--- config.mk ---
export PLATFORM = sky130hd
export DESIGN_NAME = aci_front
export DESIGN_NICKNAME = d
export VERILOG_FILES = /design/src/aci_pkg.sv /design/src/aci_front.sv
export SDC_FILE = /design/constraint.sdc
export NUM_CORES = 2
export LEC_CHECK = 0
export ABC_CLOCK_PERIOD_IN_PS = 38900
export BUFFER_PORTS_ARGS = -buffer_cell sky130_fd_sc_hd__buf_2
export CORE_UTILIZATION = 30
export DETAILED_ROUTE_END_ITERATION = 10
export PLACE_DENSITY = 0.44
export SLEW_MARGIN = 25
export SYNTH_ARGS = -nofsm -noshare
export SYNTH_HDL_FRONTEND = slang
export SYNTH_SLANG_ARGS = --single-unit
--- constraint.sdc ---
create_clock -name clk -period 38.9 [get_ports clk]
set_input_delay 1.945 -clock clk [delete_from_list [all_inputs] [get_ports clk]]
set_output_delay 1.945 -clock clk [all_outputs]
set_load 0.02 [all_outputs]
--- src/aci_pkg.sv ---
package aci_pkg;

	localparam int COORD_BITS_DEF = 16;

	// axis codes
	localparam logic [1:0] AXIS_X = 2'd0;
	localparam logic [1:0] AXIS_Y = 2'd1;
	localparam logic [1:0] AXIS_Z = 2'd2;

	localparam logic [8:0] ONE_Q8 = 9'd256;

	// per-pair control flags travelling from classification to output
	typedef struct packed {
		logic       hit;
		logic [1:0] axis;
		logic       nneg;   // normal points negative
		logic       fault;  // inverse mass sum is zero
		logic       sta;
		logic       stb;
		logic       imp;    // impulse to be applied
		logic       rneg;   // relative velocity below zero
	} ctl_t;

endpackage

--- src/aci_front.sv ---
module aci_front #(
	parameter int C = aci_pkg::COORD_BITS_DEF
) (
	input  logic              clk,
	input  logic              arst_n,
	input  logic              in_valid,
	output logic              in_stall,
	input  logic [47:0]       a_min,
	input  logic [47:0]       a_max,
	input  logic [47:0]       b_min,
	input  logic [47:0]       b_max,
	input  logic [47:0]       a_velocity,
	input  logic [47:0]       b_velocity,
	input  logic [15:0]       a_inv_mass,
	input  logic [15:0]       b_inv_mass,
	input  logic [8:0]        a_restitution,
	input  logic [8:0]        b_restitution,
	input  logic [1:0]        static_flags,
	input  logic              q_full,
	output logic              push,
	output aci_pkg::ctl_t     f_ctl,
	output logic [C-1:0]      f_depth,
	output logic [C-1:0]      f_va,
	output logic [C-1:0]      f_vb,
	output logic [16:0]       f_sum,
	output logic [C+15:0]     f_pa,
	output logic [C+15:0]     f_pb,
	output logic [C+24:0]     f_ia,
	output logic [C+24:0]     f_ib
);
	import aci_pkg::*;

	logic [3*C-1:0] amn_w, amx_w, bmn_w, bmx_w, vla_w, vlb_w;
	logic signed [C-1:0] amn [3];
	logic signed [C-1:0] amx [3];
	logic signed [C-1:0] bmn [3];
	logic signed [C-1:0] bmx [3];
	logic signed [C-1:0] vla [3];
	logic signed [C-1:0] vlb [3];
	logic signed [C:0]   o1 [3];
	logic signed [C:0]   o2 [3];
	logic signed [C:0]   ov [3];
	logic signed [C+1:0] cd [3];
	logic                hit_c, nneg_c, fault_c, imp_c;
	logic [1:0]          ax_c;
	logic [C-1:0]        depth_c;
	logic signed [C-1:0] va_c, vb_c;
	logic signed [C:0]   r_c;
	logic [16:0]         sum_c;
	logic [8:0]          ea_c, eb_c, e_c;
	logic [9:0]          k_c;
	ctl_t                ctl_c;

	logic                adv;
	logic                v_s1, v_s2, v_s3;
	ctl_t                ctl_s1, ctl_s2, ctl_s3;
	logic [C-1:0]        depth_s1, depth_s2, depth_s3;
	logic [C-1:0]        va_s1, va_s2, va_s3;
	logic [C-1:0]        vb_s1, vb_s2, vb_s3;
	logic signed [C:0]   r_s1;
	logic [16:0]         sum_s1, sum_s2, sum_s3;
	logic [9:0]          k_s1;
	logic [15:0]         ima_s1, ima_s2, imb_s1, imb_s2;
	logic [C+15:0]       pa_s2, pa_s3, pb_s2, pb_s3;
	logic [C+10:0]       rk_s2;
	logic [C+24:0]       ia_s3, ib_s3;
	logic [C:0]          rmag;
	logic [C+26:0]       ia_full, ib_full;

	assign amn_w = (3*C)'(a_min);
	assign amx_w = (3*C)'(a_max);
	assign bmn_w = (3*C)'(b_min);
	assign bmx_w = (3*C)'(b_max);
	assign vla_w = (3*C)'(a_velocity);
	assign vlb_w = (3*C)'(b_velocity);

	always_comb begin
		hit_c = 1'b1;
		for (int k = 0; k < 3; k++) begin
			amn[k] = $signed(amn_w[k*C +: C]);
			amx[k] = $signed(amx_w[k*C +: C]);
			bmn[k] = $signed(bmn_w[k*C +: C]);
			bmx[k] = $signed(bmx_w[k*C +: C]);
			vla[k] = $signed(vla_w[k*C +: C]);
			vlb[k] = $signed(vlb_w[k*C +: C]);
			if (amx[k] < bmn[k] || amn[k] > bmx[k]) begin
				hit_c = 1'b0;
			end
			o1[k] = (C+1)'(bmx[k]) - (C+1)'(amn[k]);
			o2[k] = (C+1)'(amx[k]) - (C+1)'(bmn[k]);
			ov[k] = (o1[k] < o2[k]) ? o1[k] : o2[k];
			cd[k] = ((C+2)'(amn[k]) + (C+2)'(amx[k])) - ((C+2)'(bmn[k]) + (C+2)'(bmx[k]));
		end

		priority if (ov[0] <= ov[1] && ov[0] <= ov[2]) begin
			ax_c = AXIS_X;
		end else if (ov[1] <= ov[0] && ov[1] <= ov[2]) begin
			ax_c = AXIS_Y;
		end else begin
			ax_c = AXIS_Z;
		end

		unique case (ax_c)
			AXIS_X: begin
				depth_c = ov[0][C-1:0];
				nneg_c  = !(cd[0] > 0);
				va_c    = vla[0];
				vb_c    = vlb[0];
			end
			AXIS_Y: begin
				depth_c = ov[1][C-1:0];
				nneg_c  = !(cd[1] > 0);
				va_c    = vla[1];
				vb_c    = vlb[1];
			end
			AXIS_Z: begin
				depth_c = ov[2][C-1:0];
				nneg_c  = !(cd[2] > 0);
				va_c    = vla[2];
				vb_c    = vlb[2];
			end
			default: begin
				depth_c = '0;
				nneg_c  = 1'b0;
				va_c    = '0;
				vb_c    = '0;
			end
		endcase

		r_c     = (C+1)'(va_c) - (C+1)'(vb_c);
		sum_c   = {1'b0, a_inv_mass} + {1'b0, b_inv_mass};
		fault_c = (sum_c == 17'd0);
		imp_c   = !fault_c && (nneg_c ? (r_c >= 0) : (r_c <= 0));
		ea_c    = (a_restitution > ONE_Q8) ? ONE_Q8 : a_restitution;
		eb_c    = (b_restitution > ONE_Q8) ? ONE_Q8 : b_restitution;
		e_c     = (ea_c < eb_c) ? ea_c : eb_c;
		k_c     = {1'b0, ONE_Q8} + {1'b0, e_c};

		ctl_c.hit   = hit_c;
		ctl_c.axis  = ax_c;
		ctl_c.nneg  = nneg_c;
		ctl_c.fault = fault_c;
		ctl_c.sta   = static_flags[0];
		ctl_c.stb   = static_flags[1];
		ctl_c.imp   = imp_c;
		ctl_c.rneg  = r_c < 0;
	end

	// whole front moves together; it holds only when its last stage cannot enter the queue
	assign adv      = !v_s3 || !q_full;
	assign in_stall = !adv;
	assign push     = v_s3 && !q_full;

	assign rmag    = r_s1[C] ? (C+1)'(-r_s1) : (C+1)'(r_s1);
	assign ia_full = (C+27)'(rk_s2) * (C+27)'(ima_s2);
	assign ib_full = (C+27)'(rk_s2) * (C+27)'(imb_s2);

	always_ff @(posedge clk or negedge arst_n) begin
		if (!arst_n) begin
			v_s1 <= 1'b0;
			v_s2 <= 1'b0;
			v_s3 <= 1'b0;
		end else if (adv) begin
			v_s1 <= in_valid;
			v_s2 <= v_s1;
			v_s3 <= v_s2;
		end
	end

	always_ff @(posedge clk) begin
		if (adv) begin
			ctl_s1   <= ctl_c;
			depth_s1 <= depth_c;
			va_s1    <= va_c;
			vb_s1    <= vb_c;
			r_s1     <= r_c;
			sum_s1   <= sum_c;
			k_s1     <= k_c;
			ima_s1   <= a_inv_mass;
			imb_s1   <= b_inv_mass;

			ctl_s2   <= ctl_s1;
			depth_s2 <= depth_s1;
			va_s2    <= va_s1;
			vb_s2    <= vb_s1;
			sum_s2   <= sum_s1;
			ima_s2   <= ima_s1;
			imb_s2   <= imb_s1;
			pa_s2    <= (C+16)'(depth_s1) * (C+16)'(ima_s1);
			pb_s2    <= (C+16)'(depth_s1) * (C+16)'(imb_s1);
			rk_s2    <= (C+11)'(rmag) * (C+11)'(k_s1);

			ctl_s3   <= ctl_s2;
			depth_s3 <= depth_s2;
			va_s3    <= va_s2;
			vb_s3    <= vb_s2;
			sum_s3   <= sum_s2;
			pa_s3    <= pa_s2;
			pb_s3    <= pb_s2;
			// |r|*(1+e)*inv_mass stays below 2^(C+25)
			ia_s3    <= ia_full[C+24:0];
			ib_s3    <= ib_full[C+24:0];
		end
	end

	assign f_ctl   = ctl_s3;
	assign f_depth = depth_s3;
	assign f_va    = va_s3;
	assign f_vb    = vb_s3;
	assign f_sum   = sum_s3;
	assign f_pa    = pa_s3;
	assign f_pb    = pb_s3;
	assign f_ia    = ia_s3;
	assign f_ib    = ib_s3;

endmodule

Word-level counts from Yosys, hierarchy flattened:

Cells that the tools add are included.

* register bits after elaboration: 553

* multiply operators: 5
* add/sub/neg operators: 19
* reductions and logical operators: 18
* mux-type cells: 15
* eq/ne operators: 2
* order comparisons: 22

Operators with widths (number)
* case mux 16 bit (3 select lines): 3
* adder 16 x 16 -> 17 bit: 7
* subtractor 16 x 16 -> 17 bit: 7
* multiplier 27 x 16 -> 41 bit: 2
* less-or-equal comparator 17 bit: 4
* two-way mux 17 bit: 4
* multiplier 16 x 16 -> 32 bit: 2
* greater-than comparator 18 x 1 -> 1 bit (second input constant): 3
* subtractor 17 x 17 -> 18 bit: 3
* < comparator 17 bit: 3
* greater-than comparator 16 bit: 3
* < comparator 16 bit: 3
* multiplier 17 x 10 -> 27 bit: 1
* two-way mux 9 bit: 3
* greater-than comparator 9 bit (second input constant): 2
* >= comparator 17 x 1 -> 1 bit (second input constant): 1
* less-or-equal comparator 17 x 1 -> 1 bit (second input constant): 1
* zero test 17 bit: 1
* < comparator 17 x 1 -> 1 bit (second input constant): 1
* negator 17 bit: 1
* adder 9 x 9 -> 10 bit (first input constant): 1
* < comparator 9 bit: 1
* zero test 1 bit: 7
* logical AND 1 bit: 4
* other kinds (8): 13

Longest topological paths before layout:

* depth in word-level cells: 13
* gate-level depth with buffers: 64
* gate-level depth less buffers: 61

Worst setup path before layout:

No wires, ideal clock.

* path kind: in2out
* from: input q_full
* to: output in_stall
* path buffers: 0
* setup slack: 21.356 ns
* data required time: 36.955 ns
* arrival: 15.599 ns
* stages on the path: 2
* cells stage by stage: nand2_1 > inv_1

* longest elaborated chain between the ends: 3

RTL lines
* from (decl): line aci_front.sv:19 `input logic q_full,`
* zero test 1 bit: line aci_front.sv:150 `assign adv = !v_s3 || !q_full;`
* logical OR 1 bit: line aci_front.sv:150
* zero test 1 bit: line aci_front.sv:151 `assign in_stall = !adv;`
* to (decl): line aci_front.sv:7 `output logic in_stall,`

No other way between the ends.

==> metrics.md <==
| Metric | Value |
|---|---|
| Crit path time final | 14440 ps |
| Gpl congestion | 0.8742 |
| CP max-delay cell | buf_4 |
| DR WL met3 | 13.45 mm |
| Synthesis-stage register bit count | 552 |
| Avg WL per Cell | 20.29 µm |
| Syn_nets | 10520 |
| Setup CP Type | input pin to register |
| WL met2 | 116.7 mm |
| GRT Total Usage | 18.60% |
| Num ports | 566 |
| Share of the synthesized area in the top cell type | 32.82% |
| Vias/cell | 4.718 |
| Library cells used by synthesis | 97 |
| HPWL after detailed placement | 194.6 mm |
| RSZ-0062 raised after global routing | no |
| Worst path arrival time | 14890 ps |
| Cell area after synthesis | 79730 µm² |
| Antenna Nets Post-Route | 0 |
| First-pass GRT wire length | 379.8 mm |
| Most common cell in the netlist | inv_1 |
| Top area cells in the synthesized netlist | fa_1, edfxtp_1, ha_1 |
| Initial DRC count | 2938 |
| Depth of the worst hold-timing path | 0 |
| Cell repeated most along the worst path | o21ai_0 |
| Max Slew Vio Count | 0 |
| Rel. slew slack | 28.37% |
| R2R depth | 27 |
| TritonRoute pass-1 iters | 5 |
| Worst Skew | 34.59 ps |
| Synth async-reset ratio | 0.5435% |
| Grt ovf | 0 |
| CP peak stage delay | 740 ps |
| Setup violations, final | 0 |
| Critical path capture point type | register |
| Finished Cell Area | 89490 µm² |
| Synth Warn # | 0 |
| Die area | 267800 µm² |
| DRC violations left | 0 |
| Largest net degree at the start of global routing | 129 |
| Outcome | complete, no violations |
| Area Growth Syn to Fin | 12.24% |
| Final nets | 11000 |
| Final period utilization | 37.13% |
| Max-cap violation count | 0 |
| Clock Pin Slew Worst Setup and Hold Paths | 60 ps |
| Clk buf depth | 3 |
| Final Hold Viols | 0 |
| Crit-path max FO | 54 |
| Ranking of synthesized cells by instance count | inv_1, fa_1, nand2_1 |
| FP Rows | 188 |
| Setup bufs post-CTS | 0 |
| Sequential area share after synthesis | 20.77% |
| Initial antenna violation count | 50 |
| CTS tree | done |
| Min-delay worst type | register to register |
| Layout cells sized above 1 | 10.48% |
| Worst Max-Slew Pin Slew | 1074 ps |
| Clock Sinks | 552 |
| Hold-fix buffers, CTS | 0 |
| Num CTS Buffers | 76 |
| Syn Inst Count | 8107 |
| Die Y | 517.5 µm |
| CP required | 39350 ps |
| Fmax achieved | 69.24 MHz |
| Post_cts resized | 0 |
| Clock Latency Late Sink | 730 ps |
| Startpoint types | input pin |
| Syn_area_per_cell | 9.835 µm² |
| Total Routed Length | 247.2 mm |
| Htree depth | 3 |
| Final setup TNS | 0 ps |
| Starting Density | 30.29% |
| Number of global-route vias before repair | 62180 |
| Post-synth EDFFs | 549 |
| Placed Area | 86850 µm² |
| Core box area | 263200 µm² |
| Met1 wire length | 108.9 mm |
| Root Driver | clkbuf_16 |
| Die Width | 517.5 µm |
| Vias | 57480 |
| Port-buffer cells | 565 |
| Top FF cell, synth | edfxtp_1 |
| Top layer in use | met5 |
| Synth area leader | fa_1 |
==> state kept, by name, indices dropped and copies added, names as in the netlist, 17 cells and up <==
signal and flops:
f_ia 41, f_ib 41, f_pa 32, f_pb 32
pa_s2 32, pb_s2 32, rk_s2 27, f_sum 17
sum_s1 17, sum_s2 17
==> per-layer routing <==
layer  global-route usage [%]  up-vias
met4                    5.855       52
li1                         -    26530
met1                    24.25    29320
met3                    3.543      307
met2                    30.96     1273
met5                        0        -
==> stage by stage <==
stage	cells	utilization (%)	hold slack (ps)	worst slack, ps
detailed placement	12030	33.00	404.5	23680
global placement	12030	32.99	401.7	23820
global route	12180	33.99	409.7	22890
finish	12180	34.00	409.3	24460
floorplan	8107	-	400.3	21360
CTS	12170	33.98	405.1	24350
==> cell families (layout without fill, tap and decap cells) <==
group / Yosys count / count (layout) / share of synthesized area, %
AOI/OAI and AO/OA: 870 / 870 / 7.189
xor gates and xnor gates: 273 / 273 / 2.999
adders and majority gates: 2072 / 2072 / 44.81
buffers and inverters: 1881 / 2427 / 8.920
DFF: 552 / 552 / 20.77
muxes: 106 / 106 / 1.416
other: 0 / 16 / 0
and+or+nand+nor: 2353 / 2353 / 13.90
==> final timing paths <==
path | startpoint | to | slack (ps)
worst max register to register | rk_s2[13]$_DFFE_PN_ | f_ia[40]$_DFFE_PN_ | 29760
max in group asynchronous | arst_n | v_s2$_DFFE_PN0N_ | 37760
worst max-delay path | a_min[17] | ctl_s1[1]$_DFFE_PN_ | 24460
min in group asynchronous | arst_n | v_s1$_DFFE_PN0N_ | 1030
worst min-delay path | va_s2[9]$_DFFE_PN_ | f_va[9]$_DFFE_PN_ | 410
worst min register to register | va_s2[9]$_DFFE_PN_ | f_va[9]$_DFFE_PN_ | 410
==> cell type report <==
class                      instances  area [µm²]
antenna                           16       40.04
clock buffer                      87        1974
clock inverter                    53       613.1
fill                           27140      173700
inverter                        1592        5976
multi-input combinational       5674       56110
sequential                       552       16560
tap                             3515        4398
timing repair buffer             695        3816
==> layout by cell type, fill, tap and decap left out, types with 19 or more instances in the layout <==
| cell | count |
|---|---|
| nor3_1 | 69 |
| nand3_1 | 45 |
| o21ai_0 | 172 |
| nor2b_1 | 89 |
| o21ai_1 | 25 |
| buf_2 | 565 |
| or2_2 | 21 |
| a21o_1 | 80 |
| a21boi_0 | 22 |
| mux2_2 | 19 |
| o21a_1 | 52 |
| and3_1 | 22 |
| inv_1 | 1581 |
| o31ai_1 | 19 |
| nor2_1 | 216 |
| and2_1 | 507 |
| mux2i_1 | 71 |
| clkbuf_16 | 77 |
| xnor2_1 | 201 |
| buf_4 | 129 |
| fa_1 | 1307 |
| edfxtp_1 | 549 |
| xor2_1 | 71 |
| a21oi_1 | 228 |
| ha_1 | 761 |
| a211oi_1 | 26 |
| nand2_1 | 1212 |
| nand2b_1 | 67 |
| o21bai_1 | 47 |
| a31oi_1 | 26 |
| or3_1 | 31 |
==> worst max-delay path, delay by kind of cell <==
kind | cells | cell delay, ps
adder cells (fa/ha/maj) | 4 | 1130
AND/OR/NAND/NOR | 9 | 860
buffers and inverters | 6 | 1510
XOR/XNOR | 1 | 170
multiplexers | 4 | 1520
AO/OA/AOI/OAI | 38 | 7690
Power is not shown: default switching activity piles up to over one toggle a cycle in this logic, so the estimate is an artifact.
