[src/aci_queue.sv]
module aci_queue #(
	parameter int W = 8
) (
	input  logic         clk,
	input  logic         arst_n,
	input  logic         push,
	input  logic [W-1:0] wdata,
	input  logic         pop,
	output logic         full,
	output logic         nonempty,
	output logic [W-1:0] rdata
);
	logic [W-1:0] mem_q [2];
	logic         wp_q, rp_q;
	logic [1:0]   cnt_q;

	assign full     = cnt_q == 2'd2;
	assign nonempty = cnt_q != 2'd0;
	assign rdata    = mem_q[rp_q];

	always_ff @(posedge clk or negedge arst_n) begin
		if (!arst_n) begin
			wp_q  <= 1'b0;
			rp_q  <= 1'b0;
			cnt_q <= 2'd0;
		end else begin
			if (push) begin
				wp_q <= !wp_q;
			end
			if (pop) begin
				rp_q <= !rp_q;
			end
			if (push && !pop) begin
				cnt_q <= cnt_q + 2'd1;
			end else if (pop && !push) begin
				cnt_q <= cnt_q - 2'd1;
			end
		end
	end

	always_ff @(posedge clk) begin
		if (push) begin
			mem_q[wp_q] <= wdata;
		end
	end

endmodule

[config.mk]
export PLATFORM = sky130hd
export DESIGN_NAME = aci_queue
export DESIGN_NICKNAME = d
export VERILOG_FILES = /design/src/aci_queue.sv
export SDC_FILE = /design/constraint.sdc
export NUM_CORES = 1
export LEC_CHECK = 0
export BUFFER_PORTS_ARGS = -buffer_cell sky130_fd_sc_hd__buf_2
export CAP_MARGIN = 20
export CORE_AREA = 2 2 50 43
export CTS_CLUSTER_SIZE = 30
export DETAILED_ROUTE_END_ITERATION = 10
export DIE_AREA = 0 0 52 45
export GPL_TIMING_DRIVEN = 0
export PLACE_DENSITY = 0.7
export RECOVER_POWER = 100
export SLEW_MARGIN = 0
export SYNTH_ARGS = -nofsm -noshare
export SYNTH_HDL_FRONTEND = slang
export SYNTH_SLANG_ARGS = --single-unit
export TNS_END_PERCENT = 20
[constraint.sdc]
create_clock -name clk -period 1.29 [get_ports clk]
set_clock_uncertainty 0.05 [all_clocks]
set_input_delay 0.0645 -clock clk [delete_from_list [all_inputs] [get_ports clk]]
set_output_delay 0.0645 -clock clk [all_outputs]
set_load 0.005 [all_outputs]
Yosys cells after proc, flatten, opt, wreduce, memory -nomap -nowiden. Memories as Yosys holds them, arrays and structs flattened. Cells that the tools add are included. Widths: inputs -> output; s select.

Equal/unequal tests: 1. Reduce and logical (&&, ||, !) cells: 8. Muxes and demuxes: 4. Add/sub/neg operators: 2.

Operators by type and width (count): $logic_not 1->1 (4); $mux 2 (2); $reduce_bool 2->1 (2); $add 2x1->2 const B (1); $eq 2x2->1 const B (1); $logic_and 1x1->1 (2); $mux 1 (2); $sub 2x1->2 const B (1).

Bits of input ports: 12. Register bits: 4. Bits in writable memories: 16. Memories: 1.

Memory list: mem_q (depth 2, width 8, read ports 1, clocked after memory_dff 0, write ports 1, line 13) `logic [W-1:0] mem_q [2];`.

Logic depth before layout (Yosys ltp). Gate-level depths: netlist (run 1).

Word-level depth: 4. Depth in mapped cells: 5. Gate-level depth less buffers: 5.

Worst setup path before layout (run 1). OpenSTA, ideal clock, no wires.

Kind: register -> register. From: register wp_q. To: memory mem_q[0][0], enable pin. Stages on the path, launching flop included: 2. Setup slack: 0.078 ns. Period minus slack after synthesis: 1.212 ns. Required time: 0.867 ns. Data arrival time: 0.789 ns. Cells stage by stage: dfrtp_1 > nor2b_1.

RTL lines: from (decl) (line 14) `logic wp_q, rp_q;`; from (signal assigned) (line 28) `wp_q <= !wp_q;`; to (decl) (line 13).

No word-level cell before the write port.

Worst setup path after layout (run 1).
From: register rp_q. To: output port rdata[4].

Word-level cells in the longest chain between the ends: 1.

Ends and longest elaborated chain: from (decl) (line 14); from (signal assigned) (line 31) `rp_q <= !rp_q;`; $mem_v2 2x8; to (decl) (line 11) `output logic [W-1:0] rdata`.

No other way between the ends.

==> results of run 1 <==
sequential cells by signal, summed over array words and instances, names as in the netlist:
signal  flops
wp_q        1
mem_q      16
rp_q        1
cnt_q       2
where the power goes:
group | total (mW) | internal [mW] | switching [mW]
Clock | 0.282 | 0.120 | 0.162
Sequential | 0.959 | 0.877 | 0.0818
Combinational | 0.621 | 0.372 | 0.249
Total | 1.86 | 1.37 | 0.493
critical path, stage by stage, from the launching register on:
cell and delay (ns):
dfrtp_1 0.35, buf_6 0.14, mux2_2 0.33, buf_2 0.12
metal layers:
metal | global-route usage, % | part of all wire [%] | up-vias
met5 | 0 | 0 | -
met4 | 7.89 | 1.8 | 0
met3 | 4.97 | 4.2 | 2
met2 | 18.0 | 49 | 12
met1 | 12.6 | 45 | 197
li1 | - | - | 224
what timing repair did:
action | in CTS | in global routing
endpoints found under the setup margin | 16 | 17
pin swaps | 0 | 0
hold buffers | 11 | 0
setup buffers | 0 | 1
hold endpoints to repair | 22 | 0
gates resized for setup | 1 | 2
cell type report:
cell class / count / area, um^2 / area share [%]
tap: 24 / 30.0 / 2.84
multi-input combinational: 19 / 188 / 17.8
sequential: 20 / 581 / 55.0
inverter: 1 / 3.75 / 0.355
clock buffer: 4 / 26.3 / 2.49
buffer: 1 / 11.3 / 1.07
timing repair buffer: 33 / 216 / 20.5
cell usage in the layout (no fill, tap or decap), types with 3 or more instances in the layout:
master	synthesis	layout
xor2_1	4	4
mux2_2	8	8
buf_2	0	15
clkbuf_1	0	6
dfrtp_1	4	4
dlygate4sd3_1	0	11
clkbuf_4	0	3
edfxtp_1	16	16
stage by stage:
step                area [um^2]  TNS [ns]
global route               1060    -0.949
finish                     1060    -0.340
detailed placement          908     -1.15
floorplan                   773         0
CTS                        1050    -0.630
global placement            908    -0.889
worst min-delay path by stage:
| stage | cells past startpoint | end | slack (ns) | from |
|---|---|---|---|---|
| after floorplan | 0 | cnt_q[0] | -0.28 | arst_n |
| after global placement | 1 | cnt_q[0] | -0.18 | arst_n |
| after detailed placement | 1 | cnt_q[0] | -0.18 | arst_n |
| after CTS | 2 | cnt_q[0] | 0.04 | arst_n |
| after global routing | 2 | cnt_q[1] | 0.09 | arst_n |
| final | 2 | rp_q | 0.11 | arst_n |
kinds of logic after synthesis:
family / after synthesis / share of synthesized area (%)
flip-flops: 20 / 75.1
multiplexers: 8 / 11.7
XOR/XNOR: 5 / 5.66
AND/OR/NAND/NOR: 5 / 4.05
buffers and inverters: 2 / 1.94
adder cells (fa/ha/maj): 1 / 1.62
==> results.cfg, run 1 <==
[cells_and_area]
fin_cells = 102
areaGrowthSynthToFinish_pct = 36.6
final_core_util_pct = 58.5
fill_cells = 135
finalNetCount = 92
diodes = 0
layout-drive-gt1-share_pct = 41.0

[floorplanning]
fp.dieH_um = 45
rows = 14
core-area_um2 = 1800
num_io_pins = 22
die_width_um = 52
start_util_pct = 42.9
die-area_um2 = 2340

[critical_path]
crit_fanout = 9
cp.required_ns = 1.18
cp-end-kind = output port
r2r_slack_ns = 0.09
critPathLaunchType = register
crit_start = rp_q
crit_type = register to output port
r2r_end = mem_q[1][6]
reg2reg_depth = 1
r2r-start = wp_q
crit_arrival_ns = 1.22
crit_path_end = rdata[4]

[drt]
drc = 0
drt_wl_total_mm = 1.09
ant_nets = 0
vias_per_cell = 4.26
vias = 435
drt-initial-drc-count = 2
wl_per_cell_um = 10.7
drtPass1Iterations = 3

[power_and_ir_drop]
total_power_mw = 1.86
ir_drop_mv = 0.721
power.leakage_nw = 0.423
p_per_area_nw_per_um2 = 1760

[global_routing]
antenna_found_initial = 0
grt_pass1_vias = 430
grt_pass1_wl_mm = 1.77
grt_start_max_net_pins = 12
track_usage_pct = 11.4
grt_overflow_total = 0

[yosys]
synth_cells = 41
synth_async_sr_flop_share_pct = 20.0
ys_types = 13
avgSynthCellArea_um2 = 18.9
synth_top_area_share_pct = 62.1
ys_ff_latch = 20
yosys-top-cells-area = edfxtp_1 62%, dfrtp_1 13%, mux2_2 12%, xor2_1 4.5%, ha_1 1.6%
syn-cell-area_um2 = 773
yosys_warnings = 0
synth_nets = 54
synthTopCellsByCount = 16 x edfxtp_1, 8 x mux2_2, 4 x dfrtp_1, 4 x xor2_1
synth_edf_count = 16
seq_area_frac_synth_pct = 75.1
yosysTopAreaCell = edfxtp_1
ys.flop_type = edfxtp_1
synth_most_common_cell = edfxtp_1

[clocking]
cts-root-buf = clkbuf_4
cts_buffer_depth = 2
clock-sinks = 20
clk_pin_slew_ns = 0.09
cts_tree = yes
insertion_delay_ns = 0.28
numCtsBuffers = 3
cts.htree.levels = 1

[place]
port_buffers = 21
gp_congestion = 0.604
placed_cells = 86
hpwl_um = 758
place_ws_ns = -0.144

[run_status]
violations = setup timing
status = finished with violations

[timing]
hold_ws_ns = 0.107
finalHoldViolCount = 0
timing.final.ws_setup_ns = -0.0465
drv_slew = 0
rsz0062_at_grt = yes
relSlewSlack_pct = 74.3
finalSetupViolations = 8
period_share_pct = 104
fmax_mhz = 748
period_minus_slack_ns = 1.34
worst_pin_slew_ns = 0.385

[job]
maxCapViolations = 0

[worst_hold_path]
worstHoldPathType = input port to async pin
Note: power is estimated with default switching activity, not from simulation.
==> inputs of run 2 (changes only) <==
- SKIP_CTS_REPAIR_TIMING: not set -> 1
==> results.cfg, run 2 (synthesis gave the netlist of run 1 again) <==
[place]
placed_cells = 86
gp_congestion = 0.604
hpwl_um = 758
port_buffers = 21

[timing]
rsz0062_at_grt = yes
period_share_pct = 104
setup_tns_ns = -0.427
finalHoldViolCount = 0
worst_pin_slew_ns = 0.431
finalSetupViolations = 8
fmax_mhz = 742
timing.final.ws_setup_ns = -0.0573
relSlewSlack_pct = 71.2
period_minus_slack_ns = 1.35
drv_slew = 0

[global_routing]
antenna_found_initial = 0
grt_pass1_wl_mm = 1.68
grt_pass1_vias = 414
grt_overflow_total = 0
track_usage_pct = 10.9
grt_start_max_net_pins = 12

[clocking]
clk_pin_slew_ns = 0.09
insertion_delay_ns = 0.28
cts.htree.levels = 1
cts_buffer_depth = 2
cts-root-buf = clkbuf_4
clock-sinks = 20
numCtsBuffers = 3
cts_tree = yes

[critical_path]
slowest_stage = dfrtp_1
crit_arrival_ns = 1.23
crit_path_max_incr_delay_ns = 0.35
r2r-start = wp_q
crit_fanout = 9
path_cells = buf_6 -> mux2_2 -> buf_2
r2r_slack_ns = 0.10
reg2reg_depth = 1
cp-end-kind = output port
r2r_end = mem_q[0][1]
critPathLaunchType = register
crit_type = register to output port
cp.required_ns = 1.18

[floorplanning]
start_util_pct = 42.9
die-area_um2 = 2340
die_width_um = 52
fp.dieH_um = 45
rows = 14
num_io_pins = 22
core-area_um2 = 1800

[power_and_ir_drop]
combPwrFrac_pct = 32.0
clkPwrFrac_pct = 15.9
power.leakage_nw = 0.413
pwr-share-seq_pct = 52.2
p_switching_mw = 0.484
ir_drop_mv = 0.715
p_per_area_nw_per_um2 = 1750
netSwitchingFraction_pct = 26.6
intPower_mw = 1.34

[drt]
vias = 425
drtPass1Iterations = 1
drt-initial-drc-count = 0
wl_per_cell_um = 11.1
drc = 0
ant_nets = 0
drt_wl_total_mm = 1.12
vias_per_cell = 4.21

[cells_and_area]
reg_top3 = mem_q (16), cnt_q (2)
final_core_util_pct = 57.7
largest_reg_flops = 16
areaGrowthSynthToFinish_pct = 34.6
layout-drive-gt1-share_pct = 40.3
final_cell_mix = 16 x buf_2, 16 x edfxtp_1, 11 x dlygate4sd3_1
diodes = 0
finalNetCount = 91
top_register = mem_q
fin_cells = 101

[run_status]
violations = setup timing
status = finished with violations

[worst_hold_path]
worstHoldPathType = input port to async pin

[job]
maxCapViolations = 0
[run 2: per-layer routing]
metal	vias up	track usage [%]	wire length [um]
met2	14	18.0	547
met4	0	7.89	19
li1	221	-	-
met1	188	11.1	502
met3	2	4.97	53
met5	-	0	0
[run 2: how the worst max path moves through the flow]
stage,to,cells after the start,startpoint,slack [ns]
after floorplan,mem_q[0][0],1,wp_q,0.08
after global placement,mem_q[0][3],1,wp_q,-0.11
after detailed placement,mem_q[0][3],1,wp_q,-0.14
after CTS,mem_q[0][1],1,wp_q,-0.15
after global routing,rdata[5],3,rp_q,-0.14
final,rdata[2],3,rp_q,-0.06
[run 2: area by class of cell]
class	instances	area, um^2
Fill cell	137	763
Sequential cell	20	581
Timing Repair Buffer	32	209
Multi-Input combinational cell	19	180
Tap cell	24	30.0
Clock buffer	4	26.3
Buffer	1	11.3
Inverter	1	3.75
[run 2: critical path, delay by kind of cell (launching register included)]
family / cells / cell delay (ns)
DFF: 1 / 0.35
muxes: 1 / 0.33
buffers and inverters: 2 / 0.26
[run 2: power groups by stage]
stage,Clock (mW),Combinational (mW),Sequential [mW]
global placement,0,0.560,0.954
floorplan,0,0.373,0.946
CTS,0.299,0.574,0.949
detailed placement,0,0.572,0.964
global route,0.332,0.651,0.965
finish,0.289,0.582,0.950
[run 2: metrics by stage]
step                power (mW)  hold WS, ns  setup slack [ns]  cell area (um^2)
finish                    1.82       0.0975           -0.0573              1040
detailed placement        1.54       -0.177            -0.144               908
floorplan                 1.32       -0.281            0.0783               773
global route              1.95       0.0874            -0.138              1040
global placement          1.51       -0.178            -0.111               908
CTS                       1.82       -0.495            -0.146               935
==> inputs of run 3 (changes only) <==
==> constraint.sdc (replaced) <==
create_clock -name clk -period 1.29 [get_ports clk]
set_clock_uncertainty 0.05 [all_clocks]
set_input_delay 0.258 -clock clk [delete_from_list [all_inputs] [get_ports clk]]
set_output_delay 0.258 -clock clk [all_outputs]
set_load 0.005 [all_outputs]
==> results.cfg, run 3 (synthesis gave the netlist of run 1 again) <==
[drt]
drt_wl_total_mm = 1.08
drtPass1Iterations = 1
drt-initial-drc-count = 0
wl_per_cell_um = 11.8
ant_nets = 0
drc = 0
vias = 408
vias_per_cell = 4.43

[cells_and_area]
top_register = mem_q
final_cell_mix = 16 x buf_2, 16 x edfxtp_1, 8 x mux2_2
diodes = 0
areaGrowthSynthToFinish_pct = 23.0
finalNetCount = 82
reg_top3 = mem_q (16), cnt_q (2)
layout-drive-gt1-share_pct = 47.1
fin_cells = 92
largest_reg_flops = 16

[global_routing]
grt_pass1_vias = 414
antenna_found_initial = 0
track_usage_pct = 10.9
grt_overflow_total = 0
grt_pass1_wl_mm = 1.68
grt_start_max_net_pins = 12

[clocking]
clk_pin_slew_ns = 0.10
cts_buffer_depth = 2
cts.htree.levels = 1
insertion_delay_ns = 0.28
numCtsBuffers = 3
cts-root-buf = clkbuf_4
cts_tree = yes
clock-sinks = 20

[critical_path]
crit_path_max_incr_delay_ns = 0.35
cp.required_ns = 0.98
crit_type = register to output port
cp-end-kind = output port
crit_arrival_ns = 1.23
crit_fanout = 9
slowest_stage = dfrtp_1
critPathLaunchType = register
path_cells = buf_6 -> mux2_2 -> buf_2

[floorplanning]
core-area_um2 = 1800
start_util_pct = 42.9
die-area_um2 = 2340
fp.dieH_um = 45
rows = 14
num_io_pins = 22
die_width_um = 52

[run_status]
status = finished with violations
violations = setup timing

[power_and_ir_drop]
ir_drop_mv = 0.757
total_power_mw = 1.83
power.leakage_nw = 0.377
p_per_area_nw_per_um2 = 1930

[job]
maxCapViolations = 0

[place]
place_ws_ns = -0.151
gp_congestion = 0.604
placed_cells = 86
hpwl_um = 758
port_buffers = 21

[timing]
setup_tns_ns = -2.08
timing.final.ws_setup_ns = -0.247
drv_slew = 0
period_minus_slack_ns = 1.54
worst_pin_slew_ns = 0.429
rsz0062_at_grt = yes
fmax_mhz = 651
period_share_pct = 119
relSlewSlack_pct = 71.3
finalSetupViolations = 10
finalHoldViolCount = 0

[worst_hold_path]
worstHoldPathType = input port to register
-- run 3: final cells by class --
type | instances | area (um^2)
fillers | 144 | 853
flip-flops and latches | 20 | 581
multi-input cells | 19 | 183
repair buffers | 23 | 116
well taps | 24 | 30.0
clock buffers | 4 | 26.3
plain buffers | 1 | 11.3
inverters | 1 | 3.75
-- run 3: critical path, delay by kind of cell (launching register included) --
family	cells	cell delay [ns]
muxes	1	0.33
DFF	1	0.35
buffers and inverters	2	0.27
-- run 3: stage by stage --
step | hold WS (ns) | cell area, um^2 | utilization (%)
finish | 0.0975 | 951 | 52.7
global route | 0.0758 | 951 | 52.7
CTS | -0.302 | 935 | 51.8
detailed placement | 0.0166 | 908 | 50.3
global placement | 0.0154 | 908 | 50.3
floorplan | -0.0876 | 773 | -
-- run 3: per-layer routing --
layer	up-vias	track usage, %	wire length (um)
li1	203	-	-
met1	189	11.1	461
met2	14	18.0	548
met3	2	4.97	51
met4	0	7.89	20
met5	-	0	0
-- run 3: path summary, 6_finish.rpt --
check / slack (ns) / end / start / cells after the start
worst max-delay path: -0.25 / rdata[4] / rp_q / 3
worst min-delay path: 0.1 / mem_q[1][0] / wdata[0] / 1
worst max register to register: 0.10 / mem_q[0][1] / wp_q / 1
worst min register to register: 0.45 / cnt_q[1] / cnt_q[1] / 1
max in group asynchronous: 0.72 / rp_q / arst_n / 2
min in group asynchronous: 0.29 / cnt_q[0] / arst_n / 2
-- run 3: power breakdown --
group          internal, mW  leakage [nW]  total [mW]  switching (mW)
Combinational         0.348         0.166       0.594           0.245
Clock                 0.120        0.0150       0.286           0.166
Sequential            0.877         0.197       0.952          0.0744
